## src/rtl/ubxsf_pkg.sv

```systemverilog
package ubxsf_pkg;

  localparam logic [7:0]  SYNC1_BYTE = 8'hB5;
  localparam logic [7:0]  SYNC2_BYTE = 8'h62;
  localparam logic [7:0]  NAV_CLASS  = 8'h02;
  localparam logic [7:0]  NAV_IDENT  = 8'h13;
  localparam logic [7:0]  GNSS_ID    = 8'd5;
  localparam logic [7:0]  MIN_WORDS  = 8'd8;
  localparam logic [15:0] MIN_LEN    = 16'd8;
  localparam logic [10:0] WORD_BASE  = 11'd8;
  localparam logic [7:0]  LAST_MASK  = 8'hC0;

  localparam int unsigned HEAD_DEPTH = 40;
  localparam int unsigned HEAD_AW    = $clog2(HEAD_DEPTH);
  localparam int unsigned NAV_BYTES  = 32;
  localparam int unsigned NAV_KW     = $clog2(NAV_BYTES);

  // payload offsets of captured header fields
  localparam logic [15:0] OFS_GNSS  = 16'd0;
  localparam logic [15:0] OFS_SAT   = 16'd1;
  localparam logic [15:0] OFS_SIG   = 16'd2;
  localparam logic [15:0] OFS_WORDS = 16'd4;
  localparam logic [HEAD_AW-1:0] WORD_OFS = HEAD_AW'(8);

  typedef enum logic [3:0] {
    PH_SYNC1,
    PH_SYNC2,
    PH_CLASS,
    PH_IDENT,
    PH_LEN_LO,
    PH_LEN_HI,
    PH_PAYLOAD,
    PH_CK_A,
    PH_CK_B,
    PH_EMIT_RD,
    PH_EMIT_OUT
  } phase_e;

  typedef struct packed {
    logic ld_class;
    logic ld_ident;
    logic ld_len_lo;
    logic ld_len_hi;
    logic pay_wr;
    logic emit_start;
    logic rd_en;
    logic k_inc;
  } cmd_t;

  typedef struct packed {
    logic sync1_hit;
    logic sync2_hit;
    logic len_ok;
    logic pay_done;
    logic ck_a_ok;
    logic ck_b_ok;
    logic qualify;
    logic k_last;
  } sts_t;

endpackage

```

## src/rtl/ubxsf_if.sv

```systemverilog
interface ubxsf_in_if;
  logic       valid;
  logic       ready;
  logic [7:0] rx_byte;

  modport source (output valid, output rx_byte, input ready);
  modport sink   (input valid, input rx_byte, output ready);
endinterface

interface ubxsf_out_if;
  logic       valid;
  logic       ready;
  logic [7:0] nav_byte;
  logic [7:0] sat_id;
  logic       last_byte;

  modport source (output valid, output nav_byte, output sat_id, output last_byte, input ready);
  modport sink   (input valid, input nav_byte, input sat_id, input last_byte, output ready);
endinterface

```

## src/rtl/ubx_sfrbx_subframe_extractor.sv

```systemverilog
// Frames a binary receiver byte stream (B5 62, class, id, length, payload,
// two Fletcher-8 check bytes) and, for a good class 02 id 13 frame of gnss 5,
// signal 0 or 1 with at least eight words, sends 32 bytes holding the first
// 250 subframe bits MSB first, the last byte cut to its top two bits. While
// framing, one rx request is taken every cycle. After the check byte of a
// qualifying frame, input is held off for the 32-byte run: each byte is one
// read of the 40-byte payload RAM, then an output request held until taken.
module ubx_sfrbx_subframe_extractor #(
  parameter int unsigned MAX_PAYLOAD = 1024
) (
  input  logic         clk_i,
  input  logic         rst_ni,
  ubxsf_in_if.sink     rx_req_i,
  ubxsf_out_if.source  nav_req_o
);

  ubxsf_pkg::cmd_t cmd;
  ubxsf_pkg::sts_t sts;

  ubxsf_ctrl u_ctrl (
    .clk_i       (clk_i),
    .rst_ni      (rst_ni),
    .in_valid_i  (rx_req_i.valid),
    .in_ready_o  (rx_req_i.ready),
    .out_valid_o (nav_req_o.valid),
    .out_ready_i (nav_req_o.ready),
    .sts_i       (sts),
    .cmd_o       (cmd)
  );

  ubxsf_dpath #(
    .MAX_PAYLOAD (MAX_PAYLOAD)
  ) u_dpath (
    .clk_i       (clk_i),
    .rst_ni      (rst_ni),
    .rx_byte_i   (rx_req_i.rx_byte),
    .cmd_i       (cmd),
    .sts_o       (sts),
    .nav_byte_o  (nav_req_o.nav_byte),
    .sat_id_o    (nav_req_o.sat_id),
    .last_byte_o (nav_req_o.last_byte)
  );

endmodule

```

## src/rtl/ubxsf_ram.sv

```systemverilog
module ubxsf_ram #(
  parameter int unsigned WIDTH = 8,
  parameter int unsigned DEPTH = 40
) (
  input  logic                     clk_i,
  input  logic                     we_i,
  input  logic [$clog2(DEPTH)-1:0] waddr_i,
  input  logic [WIDTH-1:0]         wdata_i,
  input  logic                     re_i,
  input  logic [$clog2(DEPTH)-1:0] raddr_i,
  output logic [WIDTH-1:0]         rdata_o
);

  logic [WIDTH-1:0] mem_q [DEPTH];
  logic [WIDTH-1:0] rdata_q;

  always_ff @(posedge clk_i) begin
    if (we_i) begin
      mem_q[waddr_i] <= wdata_i;
    end
    if (re_i) begin
      rdata_q <= mem_q[raddr_i];
    end
  end

  assign rdata_o = rdata_q;

endmodule

```

## src/rtl/ubxsf_ctrl.sv

```systemverilog
module ubxsf_ctrl (
  input  logic              clk_i,
  input  logic              rst_ni,
  input  logic              in_valid_i,
  output logic              in_ready_o,
  output logic              out_valid_o,
  input  logic              out_ready_i,
  input  ubxsf_pkg::sts_t   sts_i,
  output ubxsf_pkg::cmd_t   cmd_o
);

  ubxsf_pkg::phase_e state_q, state_d;

  always_ff @(posedge clk_i or negedge rst_ni) begin
    if (!rst_ni) begin
      state_q <= ubxsf_pkg::PH_SYNC1;
    end else begin
      state_q <= state_d;
    end
  end

  always_comb begin
    state_d     = state_q;
    cmd_o       = '0;
    in_ready_o  = 1'b0;
    out_valid_o = 1'b0;
    case (state_q)
      ubxsf_pkg::PH_SYNC1: begin
        in_ready_o = 1'b1;
        if (in_valid_i && sts_i.sync1_hit) state_d = ubxsf_pkg::PH_SYNC2;
      end
      ubxsf_pkg::PH_SYNC2: begin
        in_ready_o = 1'b1;
        if (in_valid_i) begin
          state_d = sts_i.sync2_hit ? ubxsf_pkg::PH_CLASS : ubxsf_pkg::PH_SYNC1;
        end
      end
      ubxsf_pkg::PH_CLASS: begin
        in_ready_o = 1'b1;
        if (in_valid_i) begin
          cmd_o.ld_class = 1'b1;
          state_d        = ubxsf_pkg::PH_IDENT;
        end
      end
      ubxsf_pkg::PH_IDENT: begin
        in_ready_o = 1'b1;
        if (in_valid_i) begin
          cmd_o.ld_ident = 1'b1;
          state_d        = ubxsf_pkg::PH_LEN_LO;
        end
      end
      ubxsf_pkg::PH_LEN_LO: begin
        in_ready_o = 1'b1;
        if (in_valid_i) begin
          cmd_o.ld_len_lo = 1'b1;
          state_d         = ubxsf_pkg::PH_LEN_HI;
        end
      end
      ubxsf_pkg::PH_LEN_HI: begin
        in_ready_o = 1'b1;
        if (in_valid_i) begin
          cmd_o.ld_len_hi = 1'b1;
          state_d = sts_i.len_ok ? ubxsf_pkg::PH_PAYLOAD : ubxsf_pkg::PH_SYNC1;
        end
      end
      ubxsf_pkg::PH_PAYLOAD: begin
        in_ready_o = 1'b1;
        if (in_valid_i) begin
          cmd_o.pay_wr = 1'b1;
          if (sts_i.pay_done) state_d = ubxsf_pkg::PH_CK_A;
        end
      end
      ubxsf_pkg::PH_CK_A: begin
        in_ready_o = 1'b1;
        if (in_valid_i) begin
          state_d = sts_i.ck_a_ok ? ubxsf_pkg::PH_CK_B : ubxsf_pkg::PH_SYNC1;
        end
      end
      ubxsf_pkg::PH_CK_B: begin
        in_ready_o = 1'b1;
        if (in_valid_i) begin
          if (sts_i.ck_b_ok && sts_i.qualify) begin
            cmd_o.emit_start = 1'b1;
            state_d          = ubxsf_pkg::PH_EMIT_RD;
          end else begin
            state_d = ubxsf_pkg::PH_SYNC1;
          end
        end
      end
      ubxsf_pkg::PH_EMIT_RD: begin
        cmd_o.rd_en = 1'b1;
        state_d     = ubxsf_pkg::PH_EMIT_OUT;
      end
      ubxsf_pkg::PH_EMIT_OUT: begin
        out_valid_o = 1'b1;
        if (out_ready_i) begin
          if (sts_i.k_last) begin
            state_d = ubxsf_pkg::PH_SYNC1;
          end else begin
            cmd_o.k_inc = 1'b1;
            state_d     = ubxsf_pkg::PH_EMIT_RD;
          end
        end
      end
      default: state_d = ubxsf_pkg::PH_SYNC1;
    endcase
  end

endmodule

```

## src/rtl/ubxsf_dpath.sv

```systemverilog
module ubxsf_dpath #(
  parameter int unsigned MAX_PAYLOAD = 1024
) (
  input  logic            clk_i,
  input  logic            rst_ni,
  input  logic [7:0]      rx_byte_i,
  input  ubxsf_pkg::cmd_t cmd_i,
  output ubxsf_pkg::sts_t sts_o,
  output logic [7:0]      nav_byte_o,
  output logic [7:0]      sat_id_o,
  output logic            last_byte_o
);

  logic [7:0]  class_q, ident_q;
  logic [15:0] len_q, count_q;
  logic [7:0]  sum_a_q, sum_b_q;
  logic [7:0]  gnss_q, sat_q, sig_q, words_q;
  logic [ubxsf_pkg::NAV_KW-1:0] k_q;

  logic [7:0]  sum_a_add, sum_b_add;
  logic [15:0] len_new;
  logic [10:0] need_len;
  logic [ubxsf_pkg::HEAD_AW-1:0] raddr;
  logic [7:0]  rdata;
  logic        head_we;

  assign sum_a_add = sum_a_q + rx_byte_i;
  assign sum_b_add = sum_b_q + sum_a_add;
  assign len_new   = {rx_byte_i, len_q[7:0]};
  assign head_we   = cmd_i.pay_wr && (count_q < 16'(ubxsf_pkg::HEAD_DEPTH));

  // word w of the subframe, byte j counted from the top: payload 8 + 4w + (3 - j)
  assign raddr = ubxsf_pkg::WORD_OFS
               + ubxsf_pkg::HEAD_AW'({k_q[ubxsf_pkg::NAV_KW-1:2], ~k_q[1:0]});

  assign need_len = ubxsf_pkg::WORD_BASE + {1'b0, words_q, 2'b00};

  always_ff @(posedge clk_i or negedge rst_ni) begin
    if (!rst_ni) begin
      class_q <= '0;
      ident_q <= '0;
      len_q   <= '0;
      count_q <= '0;
      sum_a_q <= '0;
      sum_b_q <= '0;
      k_q     <= '0;
    end else begin
      if (cmd_i.ld_class) begin
        class_q <= rx_byte_i;
        sum_a_q <= rx_byte_i;
        sum_b_q <= rx_byte_i;
      end
      if (cmd_i.ld_ident) begin
        ident_q <= rx_byte_i;
      end
      if (cmd_i.ld_len_lo) begin
        len_q <= {8'd0, rx_byte_i};
      end
      if (cmd_i.ld_len_hi) begin
        len_q   <= len_new;
        count_q <= '0;
      end
      if (cmd_i.pay_wr) begin
        count_q <= count_q + 16'd1;
      end
      if (cmd_i.ld_ident || cmd_i.ld_len_lo || cmd_i.ld_len_hi || cmd_i.pay_wr) begin
        sum_a_q <= sum_a_add;
        sum_b_q <= sum_b_add;
      end
      if (cmd_i.emit_start) begin
        k_q <= '0;
      end else if (cmd_i.k_inc) begin
        k_q <= k_q + 1'b1;
      end
    end
  end

  always_ff @(posedge clk_i) begin
    if (cmd_i.pay_wr) begin
      if (count_q == ubxsf_pkg::OFS_GNSS)  gnss_q  <= rx_byte_i;
      if (count_q == ubxsf_pkg::OFS_SAT)   sat_q   <= rx_byte_i;
      if (count_q == ubxsf_pkg::OFS_SIG)   sig_q   <= rx_byte_i;
      if (count_q == ubxsf_pkg::OFS_WORDS) words_q <= rx_byte_i;
    end
  end

  ubxsf_ram #(
    .WIDTH (8),
    .DEPTH (ubxsf_pkg::HEAD_DEPTH)
  ) u_head (
    .clk_i   (clk_i),
    .we_i    (head_we),
    .waddr_i (count_q[ubxsf_pkg::HEAD_AW-1:0]),
    .wdata_i (rx_byte_i),
    .re_i    (cmd_i.rd_en),
    .raddr_i (raddr),
    .rdata_o (rdata)
  );

  always_comb begin
    sts_o.sync1_hit = (rx_byte_i == ubxsf_pkg::SYNC1_BYTE);
    sts_o.sync2_hit = (rx_byte_i == ubxsf_pkg::SYNC2_BYTE);
    sts_o.len_ok    = (len_new != 16'd0) && (32'(len_new) <= 32'(MAX_PAYLOAD));
    sts_o.pay_done  = ({1'b0, count_q} + 17'd1) >= {1'b0, len_q};
    sts_o.ck_a_ok   = (rx_byte_i == sum_a_q);
    sts_o.ck_b_ok   = (rx_byte_i == sum_b_q);
    sts_o.qualify   = (class_q == ubxsf_pkg::NAV_CLASS)
                   && (ident_q == ubxsf_pkg::NAV_IDENT)
                   && (len_q >= ubxsf_pkg::MIN_LEN)
                   && (gnss_q == ubxsf_pkg::GNSS_ID)
                   && ((sig_q == 8'd0) || (sig_q == 8'd1))
                   && (words_q >= ubxsf_pkg::MIN_WORDS)
                   && (len_q >= {5'd0, need_len});
    sts_o.k_last    = (k_q == ubxsf_pkg::NAV_KW'(ubxsf_pkg::NAV_BYTES - 1));
  end

  assign last_byte_o = sts_o.k_last;
  assign nav_byte_o  = sts_o.k_last ? (rdata & ubxsf_pkg::LAST_MASK) : rdata;
  assign sat_id_o    = sat_q;

endmodule

```

## src/flat_wrapper.sv

```systemverilog
// flat-port wrapper written by rule: the top's interface ports become plain ports
module ubx_sfrbx_subframe_extractor_flat 
#(
  parameter int unsigned MAX_PAYLOAD = 1024
)
  (clk_i, rst_ni, rx_req_i_valid, rx_req_i_rx_byte, rx_req_i_ready, nav_req_o_valid, nav_req_o_nav_byte, nav_req_o_sat_id, nav_req_o_last_byte, nav_req_o_ready);
  ubxsf_in_if rx_req_i_i ();
  ubxsf_out_if nav_req_o_i ();
  input  logic clk_i;
  input  logic rst_ni;
  input wire logic [$bits(rx_req_i_i.valid)-1:0] rx_req_i_valid;
  input wire logic [$bits(rx_req_i_i.rx_byte)-1:0] rx_req_i_rx_byte;
  output wire logic [$bits(rx_req_i_i.ready)-1:0] rx_req_i_ready;
  output wire logic [$bits(nav_req_o_i.valid)-1:0] nav_req_o_valid;
  output wire logic [$bits(nav_req_o_i.nav_byte)-1:0] nav_req_o_nav_byte;
  output wire logic [$bits(nav_req_o_i.sat_id)-1:0] nav_req_o_sat_id;
  output wire logic [$bits(nav_req_o_i.last_byte)-1:0] nav_req_o_last_byte;
  input wire logic [$bits(nav_req_o_i.ready)-1:0] nav_req_o_ready;
  assign rx_req_i_i.valid = rx_req_i_valid;
  assign rx_req_i_i.rx_byte = rx_req_i_rx_byte;
  assign rx_req_i_ready = rx_req_i_i.ready;
  assign nav_req_o_valid = nav_req_o_i.valid;
  assign nav_req_o_nav_byte = nav_req_o_i.nav_byte;
  assign nav_req_o_sat_id = nav_req_o_i.sat_id;
  assign nav_req_o_last_byte = nav_req_o_i.last_byte;
  assign nav_req_o_i.ready = nav_req_o_ready;
  ubx_sfrbx_subframe_extractor #(.MAX_PAYLOAD(MAX_PAYLOAD)) u_core (.clk_i(clk_i), .rst_ni(rst_ni), .rx_req_i(rx_req_i_i), .nav_req_o(nav_req_o_i));
endmodule
```

## config.mk

```make
export PLATFORM = sky130hd
export DESIGN_NAME = ubx_sfrbx_subframe_extractor_flat
export DESIGN_NICKNAME = d
export VERILOG_FILES = /design/src/rtl/ubxsf_pkg.sv /design/src/rtl/ubxsf_if.sv /design/src/rtl/ubx_sfrbx_subframe_extractor.sv /design/src/rtl/ubxsf_ram.sv /design/src/rtl/ubxsf_ctrl.sv /design/src/rtl/ubxsf_dpath.sv /design/src/flat_wrapper.sv
export SDC_FILE = /design/constraint.sdc
export NUM_CORES = 1
export LEC_CHECK = 0
export BUFFER_PORTS_ARGS = -buffer_cell sky130_fd_sc_hd__buf_4
export CAP_MARGIN = 5
export CELL_PAD_IN_SITES_DETAIL_PLACEMENT = 1
export CELL_PAD_IN_SITES_GLOBAL_PLACEMENT = 1
export CORE_MARGIN = 1.5
export CORE_UTILIZATION = 55
export CTS_BUF_LIST = sky130_fd_sc_hd__clkbuf_2 sky130_fd_sc_hd__clkbuf_4 sky130_fd_sc_hd__clkbuf_8
export CTS_CLUSTER_DIAMETER = 60
export DETAILED_ROUTE_END_ITERATION = 10
export PLACE_DENSITY_LB_ADDON = 0.1
export SETUP_SLACK_MARGIN = 0.2
export SYNTH_ARGS = -nofsm -noshare
export SYNTH_HDL_FRONTEND = slang
export SYNTH_HIERARCHICAL = 1
export SYNTH_SLANG_ARGS = --single-unit
```

## constraint.sdc

```tcl
create_clock -name clk_i -period 4.4 [get_ports clk_i]
set_clock_uncertainty 0.15 [all_clocks]
set_input_delay 0.22 -clock clk_i [delete_from_list [all_inputs] [get_ports clk_i]]
set_output_delay 0.22 -clock clk_i [all_outputs]
set_load 0.01 [all_outputs]
```

Word level (Yosys, flattened, before mapping) --
Memory sizes are Yosys's and may differ from the RTL's. A register that Yosys moved wholly into a read port is not among the register bits. Cells that the tools add are included.
Cells by class: reduce and logical (&&, ||, !) cells 29, eq/ne operators 33, magnitude comparators 6, add/sub/neg operators 7, muxes and demuxes 44, bitwise operators 2
Operators with widths (number):
- two-way mux 16 bit | 4
- two-way mux 4 bit | 14
- one-hot mux 4 bit (11 select lines) | 1
- two-way mux 8 bit | 3
- != test 2 bit, second input constant | 10
- adder 16 x 1 -> 17 bit, second input constant | 1
- >= comparator 17 x 16 -> 1 bit | 1
- two-way mux 1 bit | 17
- adder 16 x 1 -> 16 bit, second input constant | 1
- adder 8 bit | 2
- equality test 16 x 1 -> 1 bit, second input constant | 1
- equality test 16 x 2 -> 1 bit, second input constant | 1
- equality test 16 x 3 -> 1 bit, second input constant | 1
- equality test 4 x 3 -> 1 bit, second input constant | 4
- equality test 8 bit | 2
- >= comparator 16 x 11 -> 1 bit | 1
- >= comparator 16 x 4 -> 1 bit, second input constant | 1
- <= comparator 16 x 11 -> 1 bit, second input constant | 1
- logical NOT 16 bit | 1
- less-than comparator 16 x 6 -> 1 bit, second input constant | 1
- nonzero test 16 bit | 1
- equality test 4 bit, second input constant | 3
- adder 4 x 10 -> 11 bit, first input constant | 1
- AND reduction 11 bit | 1
- 26 further kinds | 47
Storage, ports and cells: bits in registers 105, memories 1, word-level logic and storage cells 135, memory bits (writable) 320, input bits 12
Memories:
- u_core.u_dpath.u_head.mem_q | depth 40, width 8, rd ports 1, clocked after memory_dff 1, write ports 1, line ubxsf_ram.sv:14 | logic [WIDTH-1:0] mem_q [DEPTH];

Longest topological paths before layout --
word-level depth 12, depth in mapped cells 15, mapped depth without buffers 15

Modules after synthesis --
Netlist, hierarchy kept.
Modules (own cells, without submodules):
- ubxsf_ram | area an instance 13073.8 um^2, times used 1, cells each 696
- ubxsf_dpath | area an instance 5790.6 um^2, times used 1, cells each 559
- ubxsf_ctrl | area an instance 513.0 um^2, times used 1, cells each 53

Least setup slack after synthesis --
OpenSTA, ideal clock, no wires.
path type register to register, start register u_core.u_dpath.count_q[1], end register u_core.u_ctrl.state_q[0], setup slack 1.057 ns, setup time 0.125 ns, data required time 4.125 ns, clock period less this slack 3.343 ns, buffers on the path 0, stages on the path, launching flop included 16, arrival time 3.068 ns, cell sequence dfrtp_1 -> ha_1 -> nand3_1 -> nor2_4 -> nand3_1 -> xnor2_1 -> ha_1 -> nand4_1 -> nor2_1 -> o21ai_0 -> a21oi_1 -> o221ai_1 -> nand2_1 -> o22ai_4 -> a311oi_4 -> mux2_4
RTL lines:
- start: declaration | line ubxsf_dpath.sv:15 | logic [15:0] len_q, count_q;
- start signal: assignment | line ubxsf_dpath.sv:64 | count_q <= count_q + 16'd1;
- end signal: assignment | line ubxsf_ctrl.sv:16 | state_q <= ubxsf_pkg::PH_SYNC1;
- end signal: assignment | line ubxsf_ctrl.sv:18 | state_q <= state_d;
- end: declaration | line ubxsf_ctrl.sv:12 | ubxsf_pkg::phase_e state_q, state_d;

==> reports/metrics.cfg <==
[synth]
synth_ff_type=edfxtp_1
synthArstFlopShare=0.169
synth-seq-cells=432
syn_area_um2=19400
synthCells=1308
syn_area_per_cell_um2=14.8
synth_warnings=6
synth_cell_types=78
yosysSeqAreaShare=0.651
synth_nets=1370
synth_edf_count=359

[layout]
multi_input_area_um2=6220
drive_above_1_share=0.184
final_common_cell=edfxtp_1
postLayoutCellArea_um2=21500
ff_latch_area_um2=12600
mostFrequentLayoutCells=edfxtp_1, mux2i_1, nor2_1, clkbuf_8, dfrtp_1
final_nets=1438
syn_to_final_growth_pct=11.1
num_antenna_cells=0
fillers=3251
utilization=0.621

[clock_network]
clk_latency_ns=0.61
ctsHtreeMaxLevel=3
cts_setup_buffers=0
cts.path.max_buffers=3
root_buffer=clkbuf_8
cts_tree=done
clkTransAtPathRegs_ns=0.06
cts_buffers=71
cts.sinks=432

[floorplanning]
ioPinCount=31
die_y_um=191
initial_core_util=0.560
die-area_um2=36400
die_x_um=191
rows=68
core-area_um2=34600

[critical_path]
reg2reg_depth=15
r2r_slack_ns=0.58
slowest_delay_ns=0.49
cp-end-kind=flip-flop
r2r-end=u_core/u_ctrl/state_q[0]$_DFFE_PN0P_
cp_cell_sequence=ha_1 -> nand3_1 -> nor2_4 -> nand3_1 -> xnor2_1 -> ha_1 -> nand4_1 -> nor2_1 -> o21ai_0 -> a21oi_1 -> o221ai_1 -> nand2_1 -> o22ai_4 -> a311oi_4 -> mux2_4
crit_path_start_kind=flip-flop
r2r_start=u_core/u_dpath/count_q[1]$_DFFE_PN0P_
crit_type=flip-flop to flip-flop
critPathSlowestCell=dfrtp_2
crit_required_ns=4.74
cp.arrival_ns=4.16
path_max_fanout=12

[routing]
drc=0
drtAntennaViolNets=0
wirelength_mm=47.3
first_pass_iters=5
vias=11400
wl_per_cell_um=25.1
avgViaCountPerCell=6.06
drt_iter0_drc=851

[global_routing]
overflow=0
grt_pass1_vias=12200
gr-usage-all-layers=0.272
grt_max_degree=74
grt_pass1_wl_mm=72.8
antenna_found_initial=0

[timing]
hold_viol_final=0
fin_crit_sh=0.868
layout_min_cycle_time_ns=3.82
fmax_mhz=262
setup-tns-final_ns=0
worst_slew_pin_slew_ns=1.09
whs_ns=0.0453
drv_slew=0
slew_headroom=0.269
rsz0062_at_grt=false
final-setup-viol-count=0
finalWorstSetupSlack_ns=0.582

[placed_design]
hpwl_mm=29.8
dp_slack_ns=0.483
routabilityCongestion=0.850
io_buffers=30
dpl_cell_area_um2=20000

[flow_run]
cap_violations=0

[hold_path]
holdPathEnd=u_core/u_dpath/u_head/mem_q[17][7]$_DFFE_PP_
hold-path-cell-count=1
hold_path.class=input pin to flip-flop
min-delay-start=rx_req_i_rx_byte[7]

[power]
ir_drop_mv=0.457
leakagePower_nw=8.48
power_density_nw_per_um2=470

[outcome]
status=finished, final reports clean

## power by group
part	internal, mW	switching, mW	leakage [nW]	total, mW
clock network	1.96	1.56	0.743	3.52
registers	4.63	0.183	4.15	4.82
logic	0.759	1.03	3.58	1.79
total	7.35	2.77	8.48	10.1
## cell type report
cell class | count | share of cell area
Sequential cell | 432 | 0.586
Multi-Input combinational cell | 768 | 0.289
Clock buffer | 103 | 0.0586
Tap cell | 455 | 0.0265
Timing Repair Buffer | 69 | 0.0259
Clock inverter | 23 | 0.00785
Inverter | 34 | 0.00628
## per-layer routing
layer,share of wire,global-route usage,vias up
met4,0.027,0.104,0
met5,0,0,-
met1,0.42,0.356,5860
met2,0.50,0.456,302
li1,-,-,5169
met3,0.051,0.0451,77
## state kept, by name, summed over array words and instances (netlist names)
name,count
u_core/u_dpath/sat_id_o,8
u_core/u_dpath/len_q,16
u_core/u_dpath/k_q,5
u_core/u_dpath/sum_b_q,8
u_core/u_dpath/u_head/mem_q,320
u_core/u_dpath/u_head/rdata_o,8
u_core/u_dpath/sum_a_q,8
u_core/u_dpath/gnss_q,8
u_core/u_dpath/class_q,8
u_core/u_dpath/words_q,8
u_core/u_dpath/ident_q,8
u_core/u_dpath/sig_q,7
u_core/u_ctrl/state_q,4
u_core/u_dpath/count_q,16
## critical path, delay by kind of cell, from the launching register on
kind	cells	cell delay [ns]
muxes	1	0.34
AOI/OAI and AO/OA	5	0.87
DFF	1	0.49
and+or+nand+nor	6	1.12
adders and majority gates	2	0.59
xor gates and xnor gates	1	0.16
## what timing repair did
| item | CTS | global route |
|---|---|---|
| resized for setup | 0 | 1 |
| hold buffers | 6 | 0 |
| endpoints found under the hold margin | 101 | 0 |
| setup endpoints to repair | 0 | 3 |
## synthesized netlist by cell type, types with 6 or more instances
master	count	share of area
xor2_1	16	0.0072
edfxtp_1	359	0.56
clkbuf_1	34	0.0066
dfrtp_1	73	0.094
mux4_2	16	0.019
a22oi_1	32	0.012
nand3_1	18	0.0046
nor2b_1	23	0.0074
nor3_1	9	0.0023
mux2i_1	143	0.074
nand4_1	19	0.0061
a221oi_2	12	0.0093
a21o_1	7	0.0027
buf_2	11	0.0028
buf_4	14	0.0054
o22ai_1	11	0.0036
a22o_1	25	0.011
inv_1	34	0.0066
nor4_1	8	0.0026
mux2_2	22	0.013
nand2b_1	16	0.0052
o21ai_0	32	0.0083
ha_1	48	0.031
a21oi_1	45	0.012
o41ai_2	8	0.0067
nor2_1	86	0.017
nand2_1	57	0.011
xnor2_1	27	0.012
buf_6	6	0.0035
## logic make-up after synthesis
kind of cell               synth area share
DFF                                   0.651
muxes                                 0.108
xor gates and xnor gates             0.0194
and+or+nand+nor                      0.0730
AOI/OAI and AO/OA                    0.0865
adders and majority gates            0.0331
buffers and inverters                0.0298
## stage by stage
stage | std cells | total power [mW]
after CTS | 1884 | 10.2
after global placement | 1752 | 6.60
after floorplan | 1308 | 6.18
final | 1884 | 10.1
after global routing | 1884 | 10.6
after detailed placement | 1752 | 6.67
## worst max path at each step
stage	start	slack, ns	cells after the start	endpoint
after floorplan	u_core/u_dpath/count_q[1]$_DFFE_PN0P_	1.06	15	u_core/u_ctrl/state_q[0]$_DFFE_PN0P_
after global placement	u_core/u_dpath/count_q[1]$_DFFE_PN0P_	0.64	15	u_core/u_ctrl/state_q[0]$_DFFE_PN0P_
after detailed placement	u_core/u_dpath/count_q[1]$_DFFE_PN0P_	0.48	15	u_core/u_ctrl/state_q[0]$_DFFE_PN0P_
after CTS	u_core/u_dpath/count_q[1]$_DFFE_PN0P_	0.47	15	u_core/u_ctrl/state_q[0]$_DFFE_PN0P_
after global routing	u_core/u_dpath/count_q[1]$_DFFE_PN0P_	0.29	15	u_core/u_ctrl/state_q[0]$_DFFE_PN0P_
final	u_core/u_dpath/count_q[1]$_DFFE_PN0P_	0.58	15	u_core/u_ctrl/state_q[0]$_DFFE_PN0P_
(Power assumes the default switching activity.)
